==> src/rtl/core/lpmd_pkg.sv <==
// Shared types and constants for the length-prefixed message deframer.
// Used by lpmd_parser, lpmd_out_buf and length_prefixed_message_deframer.
// No other dependencies.
`default_nettype none

package lpmd_pkg;

    localparam int unsigned BYTE_W       = 8;
    localparam int unsigned FIELD_W      = 16;
    localparam int unsigned MAX_W        = 17;
    localparam int unsigned KIND_W       = 2;
    localparam int unsigned TDATA_W      = 2 * FIELD_W + BYTE_W;

    localparam logic [MAX_W-1:0] HEADER_BYTES  = 17'd4;
    localparam logic [MAX_W-1:0] MAX_MSG_RESET = 17'd1024;

    // Header byte positions, little-endian type then length.
    localparam logic [1:0] HDR_TYPE_LO = 2'd0;
    localparam logic [1:0] HDR_TYPE_HI = 2'd1;
    localparam logic [1:0] HDR_LEN_LO  = 2'd2;
    localparam logic [1:0] HDR_LEN_HI  = 2'd3;

    localparam logic [KIND_W-1:0] KIND_PAYLOAD = 2'd0;
    localparam logic [KIND_W-1:0] KIND_EMPTY   = 2'd1;
    localparam logic [KIND_W-1:0] KIND_DROPPED = 2'd2;

    typedef enum logic [2:0] {
        PH_HEADER  = 3'b001,
        PH_FORWARD = 3'b010,
        PH_DISCARD = 3'b100
    } phase_t;

    typedef struct packed {
        logic [FIELD_W-1:0] msg_type;
        logic [FIELD_W-1:0] payload_len;
        logic [BYTE_W-1:0]  data_byte;
        logic [KIND_W-1:0]  kind;
        logic               last;
    } result_t;

    typedef struct packed {
        logic    valid;
        result_t data;
    } result_slot_t;

endpackage

`default_nettype wire

==> src/rtl/core/length_prefixed_message_deframer.sv <==
// Top level of the length-prefixed message deframer.
// Holds the input byte register and the size limit register; uses lpmd_pkg,
// lpmd_parser and lpmd_out_buf.
//
// Takes one byte per item and strips a 4-byte little-endian header (16-bit type,
// then 16-bit payload length). Each payload byte leaves as one item tagged with
// type and length, tlast on the final byte. An empty message gives one item of
// kind "empty"; a message larger than max_message_bytes (header included, values
// below 4 act as 4) gives one "dropped" item when its header completes and its
// payload is then swallowed. The block takes one byte every cycle while the output
// buffer has room: a byte is held in the input register, the parser updates its
// counters and forms the result combinationally from it, and the result enters a
// two-entry output buffer whose head register drives the master side. Slave-side
// ready depends only on registered state: input valid and buffer occupancy.
// max_message_bytes is written through cfg_valid/cfg_data (cfg_ready is always
// high) and resets to 1024.
`default_nettype none

module length_prefixed_message_deframer (
    input  wire logic                               clk,
    input  wire logic                               rst_n,
    input  wire logic                               s_axis_tvalid,
    output logic                                    s_axis_tready,
    input  wire logic [7:0]                         s_axis_tdata,   // [7:0] byte_in
    output logic                                    m_axis_tvalid,
    input  wire logic                               m_axis_tready,
    // [15:0] msg_type, [31:16] payload_len, [39:32] data_byte
    output logic [lpmd_pkg::TDATA_W-1:0]            m_axis_tdata,
    output logic [lpmd_pkg::KIND_W-1:0]             m_axis_tuser,   // [1:0] kind
    output logic                                    m_axis_tlast,
    input  wire logic                               cfg_valid,
    output logic                                    cfg_ready,
    input  wire logic [lpmd_pkg::MAX_W-1:0]         cfg_data
);

    logic                               in_valid_reg;
    logic [lpmd_pkg::BYTE_W-1:0]        in_byte_reg;
    logic [lpmd_pkg::MAX_W-1:0]         max_bytes_reg;
    logic                               room;
    logic                               step;
    lpmd_pkg::result_slot_t             result;
    lpmd_pkg::result_t                  out_item;

    assign cfg_ready     = 1'b1;
    assign step          = in_valid_reg & room;
    assign s_axis_tready = ~in_valid_reg | room;

    always_ff @(posedge clk or negedge rst_n)
    begin
        if (!rst_n)
        begin
            in_valid_reg  <= 1'b0;
            max_bytes_reg <= lpmd_pkg::MAX_MSG_RESET;
        end
        else
        begin
            if (s_axis_tready)
            begin
                in_valid_reg <= s_axis_tvalid;
            end
            if (cfg_valid)
            begin
                max_bytes_reg <= cfg_data;
            end
        end
    end

    always_ff @(posedge clk)
    begin
        if (s_axis_tvalid && s_axis_tready)
        begin
            in_byte_reg <= s_axis_tdata;
        end
    end

    lpmd_parser u_parser (
        .clk               (clk),
        .rst_n             (rst_n),
        .step              (step),
        .byte_in           (in_byte_reg),
        .max_message_bytes (max_bytes_reg),
        .result            (result)
    );

    lpmd_out_buf u_out_buf (
        .clk       (clk),
        .rst_n     (rst_n),
        .push_item (result),
        .room      (room),
        .out_valid (m_axis_tvalid),
        .out_ready (m_axis_tready),
        .out_item  (out_item)
    );

    assign m_axis_tdata = {out_item.data_byte, out_item.payload_len, out_item.msg_type};
    assign m_axis_tuser = out_item.kind;
    assign m_axis_tlast = out_item.last;

endmodule

`default_nettype wire

==> src/rtl/core/lpmd_parser.sv <==
// Header collection and payload tracking state machine of the deframer.
// Processes one registered byte per step and forms at most one result.
// Depends on lpmd_pkg.
`default_nettype none

module lpmd_parser (
    input  wire logic                               clk,
    input  wire logic                               rst_n,
    input  wire logic                               step,
    input  wire logic [lpmd_pkg::BYTE_W-1:0]        byte_in,
    input  wire logic [lpmd_pkg::MAX_W-1:0]         max_message_bytes,
    output lpmd_pkg::result_slot_t                  result
);

    lpmd_pkg::phase_t                   phase_reg, phase_next;
    logic [1:0]                         header_count_reg, header_count_next;
    logic [lpmd_pkg::FIELD_W-1:0]       type_reg, type_next;
    logic [lpmd_pkg::FIELD_W-1:0]       length_reg, length_next;
    logic [lpmd_pkg::FIELD_W-1:0]       remaining_reg, remaining_next;
    logic [lpmd_pkg::FIELD_W-1:0]       rem_dec;
    logic [lpmd_pkg::MAX_W-1:0]         limit;
    logic [lpmd_pkg::MAX_W-1:0]         msg_size;

    assign rem_dec  = remaining_reg - 16'd1;
    assign limit    = (max_message_bytes < lpmd_pkg::HEADER_BYTES) ?
                      lpmd_pkg::HEADER_BYTES : max_message_bytes;
    assign msg_size = {1'b0, length_next} + lpmd_pkg::HEADER_BYTES;

    always_comb
    begin
        phase_next        = phase_reg;
        header_count_next = header_count_reg;
        type_next         = type_reg;
        length_next       = length_reg;
        remaining_next    = remaining_reg;
        result            = '0;

        case (phase_reg)
            lpmd_pkg::PH_FORWARD:
            begin
                remaining_next          = rem_dec;
                result.valid            = 1'b1;
                result.data.data_byte   = byte_in;
                result.data.kind        = lpmd_pkg::KIND_PAYLOAD;
                result.data.last        = (rem_dec == '0);
                if (rem_dec == '0)
                begin
                    phase_next = lpmd_pkg::PH_HEADER;
                end
            end
            lpmd_pkg::PH_DISCARD:
            begin
                remaining_next = rem_dec;
                if (rem_dec == '0)
                begin
                    phase_next = lpmd_pkg::PH_HEADER;
                end
            end
            default:
            begin
                phase_next = lpmd_pkg::PH_HEADER;
                case (header_count_reg)
                    lpmd_pkg::HDR_TYPE_LO: type_next   = {8'd0, byte_in};
                    lpmd_pkg::HDR_TYPE_HI: type_next   = {byte_in, type_reg[7:0]};
                    lpmd_pkg::HDR_LEN_LO:  length_next = {8'd0, byte_in};
                    default:               length_next = {byte_in, length_reg[7:0]};
                endcase

                if (header_count_reg != lpmd_pkg::HDR_LEN_HI)
                begin
                    header_count_next = header_count_reg + 2'd1;
                end
                else
                begin
                    header_count_next = '0;
                    remaining_next    = length_next;
                    if (msg_size > limit)
                    begin
                        result.valid     = 1'b1;
                        result.data.kind = lpmd_pkg::KIND_DROPPED;
                        result.data.last = 1'b1;
                        if (length_next != '0)
                        begin
                            phase_next = lpmd_pkg::PH_DISCARD;
                        end
                    end
                    else if (length_next == '0)
                    begin
                        result.valid     = 1'b1;
                        result.data.kind = lpmd_pkg::KIND_EMPTY;
                        result.data.last = 1'b1;
                    end
                    else
                    begin
                        phase_next = lpmd_pkg::PH_FORWARD;
                    end
                end
            end
        endcase

        // The header fields seen by a result are those after this byte's update.
        result.data.msg_type    = type_next;
        result.data.payload_len = length_next;
        result.valid            = result.valid & step;
    end

    always_ff @(posedge clk or negedge rst_n)
    begin
        if (!rst_n)
        begin
            phase_reg        <= lpmd_pkg::PH_HEADER;
            header_count_reg <= '0;
            type_reg         <= '0;
            length_reg       <= '0;
            remaining_reg    <= '0;
        end
        else if (step)
        begin
            phase_reg        <= phase_next;
            header_count_reg <= header_count_next;
            type_reg         <= type_next;
            length_reg       <= length_next;
            remaining_reg    <= remaining_next;
        end
    end

`ifndef NO_ASSERTIONS
    a_forward_has_bytes: assert property (@(posedge clk) disable iff (!rst_n)
        (phase_reg == lpmd_pkg::PH_FORWARD || phase_reg == lpmd_pkg::PH_DISCARD)
        |-> remaining_reg != '0)
        else $error("payload phase entered with no bytes remaining");

    a_count_only_in_header: assert property (@(posedge clk) disable iff (!rst_n)
        header_count_reg != '0 |-> phase_reg == lpmd_pkg::PH_HEADER)
        else $error("header count nonzero outside header collection");

    a_empty_has_zero_len: assert property (@(posedge clk) disable iff (!rst_n)
        (result.valid && result.data.kind == lpmd_pkg::KIND_EMPTY)
        |-> result.data.payload_len == '0)
        else $error("empty message result with nonzero length");

    a_last_payload_ends: assert property (@(posedge clk) disable iff (!rst_n)
        (result.valid && result.data.kind == lpmd_pkg::KIND_PAYLOAD && result.data.last)
        |=> phase_reg == lpmd_pkg::PH_HEADER)
        else $error("last payload byte did not return to header collection");
`endif

endmodule

`default_nettype wire

==> src/rtl/core/lpmd_out_buf.sv <==
// Two-entry result buffer that drives the master-side stream.
// Its room flag is registered so the slave-side ready has no path from m_axis_tready.
// Depends on lpmd_pkg.
`default_nettype none

module lpmd_out_buf (
    input  wire logic                    clk,
    input  wire logic                    rst_n,
    input  wire lpmd_pkg::result_slot_t  push_item,
    output logic                         room,
    output logic                         out_valid,
    input  wire logic                    out_ready,
    output lpmd_pkg::result_t            out_item
);

    logic [1:0]         count_reg, count_next;
    lpmd_pkg::result_t  head_reg;
    lpmd_pkg::result_t  skid_reg;
    logic               pop;
    logic               push;

    assign out_valid = (count_reg != 2'd0);
    assign out_item  = head_reg;
    assign room      = (count_reg != 2'd2);
    assign pop       = out_valid & out_ready;
    assign push      = push_item.valid;

    always_comb
    begin
        count_next = count_reg;
        case ({push, pop})
            2'b10:   count_next = count_reg + 2'd1;
            2'b01:   count_next = count_reg - 2'd1;
            default: count_next = count_reg;
        endcase
    end

    always_ff @(posedge clk)
    begin
        if (pop && count_reg == 2'd2)
        begin
            head_reg <= skid_reg;
        end
        if (push)
        begin
            if (count_reg == 2'd0 || (count_reg == 2'd1 && pop))
            begin
                head_reg <= push_item.data;
            end
            else
            begin
                skid_reg <= push_item.data;
            end
        end
    end

    always_ff @(posedge clk or negedge rst_n)
    begin
        if (!rst_n)
        begin
            count_reg <= '0;
        end
        else
        begin
            count_reg <= count_next;
        end
    end

`ifndef NO_ASSERTIONS
    a_no_overflow: assert property (@(posedge clk) disable iff (!rst_n)
        push |-> (count_reg != 2'd2 || pop))
        else $error("result pushed into a full buffer");

    a_count_bound: assert property (@(posedge clk) disable iff (!rst_n)
        count_reg != 2'd3)
        else $error("result buffer count out of range");

    a_hold_while_stalled: assert property (@(posedge clk) disable iff (!rst_n)
        (out_valid && !out_ready) |=> (out_valid && $stable(out_item)))
        else $error("output item changed while stalled");
`endif

endmodule

`default_nettype wire
==> config.mk <==
export PLATFORM = sky130hd
export DESIGN_NAME = length_prefixed_message_deframer
export DESIGN_NICKNAME = d
export VERILOG_FILES = /design/src/rtl/core/lpmd_pkg.sv /design/src/rtl/core/length_prefixed_message_deframer.sv /design/src/rtl/core/lpmd_parser.sv /design/src/rtl/core/lpmd_out_buf.sv
export SDC_FILE = /design/constraint.sdc
export NUM_CORES = 1
export LEC_CHECK = 0
export BUFFER_PORTS_ARGS = -buffer_cell sky130_fd_sc_hd__buf_2
export CAP_MARGIN = 20
export CORE_ASPECT_RATIO = 1.1
export CORE_UTILIZATION = 60
export DETAILED_ROUTE_END_ITERATION = 8
export MAX_ROUTING_LAYER = met4
export PLACE_DENSITY = 0.8
export SYNTH_ARGS = -nofsm -noshare
export SYNTH_HDL_FRONTEND = slang
export SYNTH_HIERARCHICAL = 1
export SYNTH_SLANG_ARGS = --single-unit
==> constraint.sdc <==
create_clock -name clk -period 7.72 [get_ports clk]
set_clock_uncertainty 0.2 [all_clocks]
set_input_delay 0.386 -clock clk [delete_from_list [all_inputs] [get_ports clk]]
set_output_delay 0.386 -clock clk [all_outputs]
set_load 0.05 [all_outputs]
==> results.md <==
- CP Cell Sequence: ha_1 -> nor2b_1 -> a22oi_1 -> nand2_1 -> o21ai_0 -> inv_1 -> ha_1 -> nand3_1 -> nor4b_2 -> xnor2_1 -> ha_1 -> nand4_1 -> nor3_1 -> nand3_1 -> a22oi_1 -> a21oi_1 -> o21a_1 -> nand2_2 -> buf_4 -> mux2_4
- Synth Area in XOR/XNOR: 1.68%
- Ports: 76
- Total gr overflow: 0
- Switching power total: 1.96 mW
- Share of flip-flops with an asynchronous set or reset: 43.7%
- Mapped Cells: 742
- Chip Height: 129 um
- Post-CTS Setup Bufs: 0
- Total number of vias: 6255
- Area growth syn-to-layout: 13.6%
- CTS sink cnt: 167
- Mux share of post-synthesis cell area: 21.0%
- Die width: 118 um
- Top FF cell, synth: dfrtp_1
- Multi-input gate area: 4220 um^2
- Min Hold Slack: -40.6 ps
- WP data required: 7840 ps
- Fin area: 10100 um^2
- CP max stage cell: nor2b_1
- Gate power share: 50.8%
- Drt total wl: 20.6 mm
- Total power: 4.58 mW
- Fillers: 1003
- Worst skew pair latency: 430 ps
- Post-synthesis sequential area ratio: 47.6%
- Least-Margin Pin Slew: 1050 ps
- DR iter-0 viols: 525
- Hold_buf cts: 26
- Maxcap violations: 0
- All-layer global routing usage: 28.7%
- CTS buffer count: 17
- Peak supply drop: 0.191 mV
- Synth unique cells: 71
- Residual DRC: 0
- CTS tree: yes
- Area after DPL: 9260 um^2
- Critical path's top delay family: simple AND/OR/NAND/NOR gates
- Synthesized-area fraction occupied by adder cells: 3.81%
- Fin. max-slew vios: 0
- Crit Path Class: reg2reg
- Worst EP arrival: 6780 ps
- Crit Path Max Fanout: 28
- Worst Hold Class: in2async
- PwrDens: 455 nW/um^2
- Worst slew margin: 29.8%
- Final HPWL DP: 14.2 mm
- # rows: 46
- Largest family of logic cells by synthesized area: multiplexers
- Vias in the first global route: 6252
- Leakage: 4.63 nW
- Setup TNS: 0 ps
- Synth warn: 6
- Synth Area in Simple Gates: 9.83%
- Setup Viol. Count Final: 0
- Sw Share: 42.9%
- Wirelength per Cell: 19.9 um
- Max Freq: 0.150 GHz
- Syn Area/Cell: 11.9 um^2
- CTS max path bufs: 2
- Via/cell ratio: 6.06
- Register clock-pin slew on the reported worst setup and hold paths: 70 ps
- Cell mode on critical path: ha_1
- PostCTS Resize Cnt: 0
- Largest net degree at the start of global routing: 74
- Gpl congestion: 0.934
- Synth Area in Compound Gates: 11.2%
- Synth Cell Area: 8860 um^2
- WP buf/inv: 2
- Wire length of the first global-routing pass: 32.6 mm
- Setup crit end kind: flop
- Violated checks: negative hold slack
- Buffers on Ports: 74
- Die ar.: 15300 um^2
- Htree depth: 4
- Syn Nets: 799
- Core ar.: 14400 um^2
- Most frequent cells in the layout: mux2_4 (90), buf_2 (74), dfrtp_1 (71), o21ai_0 (53), edfxtp_1 (51)
- Nets@finish: 884
- Seq pwr share: 31.6%
- Crit path largest cell delay: 740 ps
- Share of cells above drive strength 1: 30.4%
- Initial antenna violation count: 0
- Status: finished with violations
- Synthesized flop and latch total: 167
- RSZ-0062 raised after global routing: no
- Diodes inserted: 0
- Commonest non-fill, non-tap cell in the layout: mux2_4
- Final period util: 86.3%
- Drt first pass iters: 5
- Part of the power in the clock network: 17.6%
- Antenna-violating nets left: 0
- EDFF count, synth: 51
- Fin. Hold Viols: 19
- Storage cell area: 4220 um^2
- Tmin final: 6660 ps
- P_int: 2.61 mW
- Crit start category: flop
- Clk root buf: clkbuf_16
- Starting Density: 61.3%
-- metrics by stage --
step / utilization [%] / setup slack, ps / cells
floorplan: - / 1260 / 742
global placement: 64.1 / 1520 / 974
detailed placement: 64.1 / 1240 / 974
CTS: 69.7 / 1220 / 1032
global route: 69.7 / 700 / 1032
finish: 69.7 / 1060 / 1032
-- routing by layer --
layer / vias up / track usage (%) / part of all wire, %
met1: 3074 / 34.5 / 41
met4: 0 / 14.8 / 3.7
met5: - / - / 0
li1: 2900 / - / -
met3: 50 / 4.80 / 5.3
met2: 231 / 47.1 / 50
-- logic make-up after synthesis --
group,after synthesis
adders and majority gates,27
and+or+nand+nor,166
AOI/OAI and AO/OA,147
muxes,136
DFF,167
buffers and inverters,81
xor gates and xnor gates,17
other,1
-- cells in the mapped netlist (9+ instances only) --
cell type / n / area share (%)
mux2_4: 90 / 15
dfrtp_1: 71 / 20
o21ai_0: 53 / 3.0
edfxtp_1: 51 / 17
nand2_1: 46 / 1.9
dfxtp_1: 43 / 9.7
inv_1: 40 / 1.7
mux2_2: 38 / 4.8
ha_1: 27 / 3.8
nor2_1: 27 / 1.1
a21oi_1: 23 / 1.3
nor3_1: 20 / 1.1
a32o_1: 17 / 1.9
xnor2_1: 14 / 1.4
clkbuf_1: 13 / 0.55
a22oi_1: 11 / 0.93
and2_1: 11 / 0.78
nor4_1: 11 / 0.78
nand4_1: 10 / 0.71
a22o_1: 9 / 0.89
-- worst register-to-register path: stages, from the launching register on --
cell and delay (ps):
dfrtp_1 420, ha_1 500, nor2b_1 750, a22oi_1 250, nand2_1 120, o21ai_0 150, inv_1 180, ha_1 220
nand3_1 210, nor4b_2 350, xnor2_1 100, ha_1 320, nand4_1 110, nor3_1 300, nand3_1 120, a22oi_1 560
a21oi_1 150, o21a_1 240, nand2_2 560, buf_4 410, mux2_4 340
-- power groups by stage --
stage | logic (mW) | registers [mW] | clock network [mW]
6_report | 2.33 | 1.45 | 0.804
5_1_grt | 2.48 | 1.48 | 0.846
4_1_cts | 2.31 | 1.44 | 0.814
3_5_place_dp | 2.28 | 1.46 | 0
3_3_place_gp | 2.21 | 1.44 | 0
2_1_floorplan | 1.43 | 1.79 | 0
-- final timing paths --
kind	from	endpoint	slack, ps	cells past startpoint
hold reg to reg	u_parser/type_reg[3]	u_parser/type_reg[3]	310	1
setup reg to reg	u_parser/header_count_reg[0]	u_out_buf/out_item[25]	1060	20
max in group asynchronous	rst_n	max_bytes_reg[4]	6710	2
hold / removal	rst_n	u_parser/type_reg[1]	-40	2
setup / recovery	u_parser/header_count_reg[0]	u_out_buf/out_item[25]	1060	20
min in group clk	cfg_valid	max_bytes_reg[10]	300	2
-- area by class of cell --
class,count,area share (%)
clock inverters,14,1.24
clock buffers,18,4.26
repair buffers,107,6.78
well taps,192,2.39
multi-input cells,494,41.9
flip-flops and latches,167,41.9
inverters,40,1.49
Note: power is estimated with default switching activity, not from simulation.
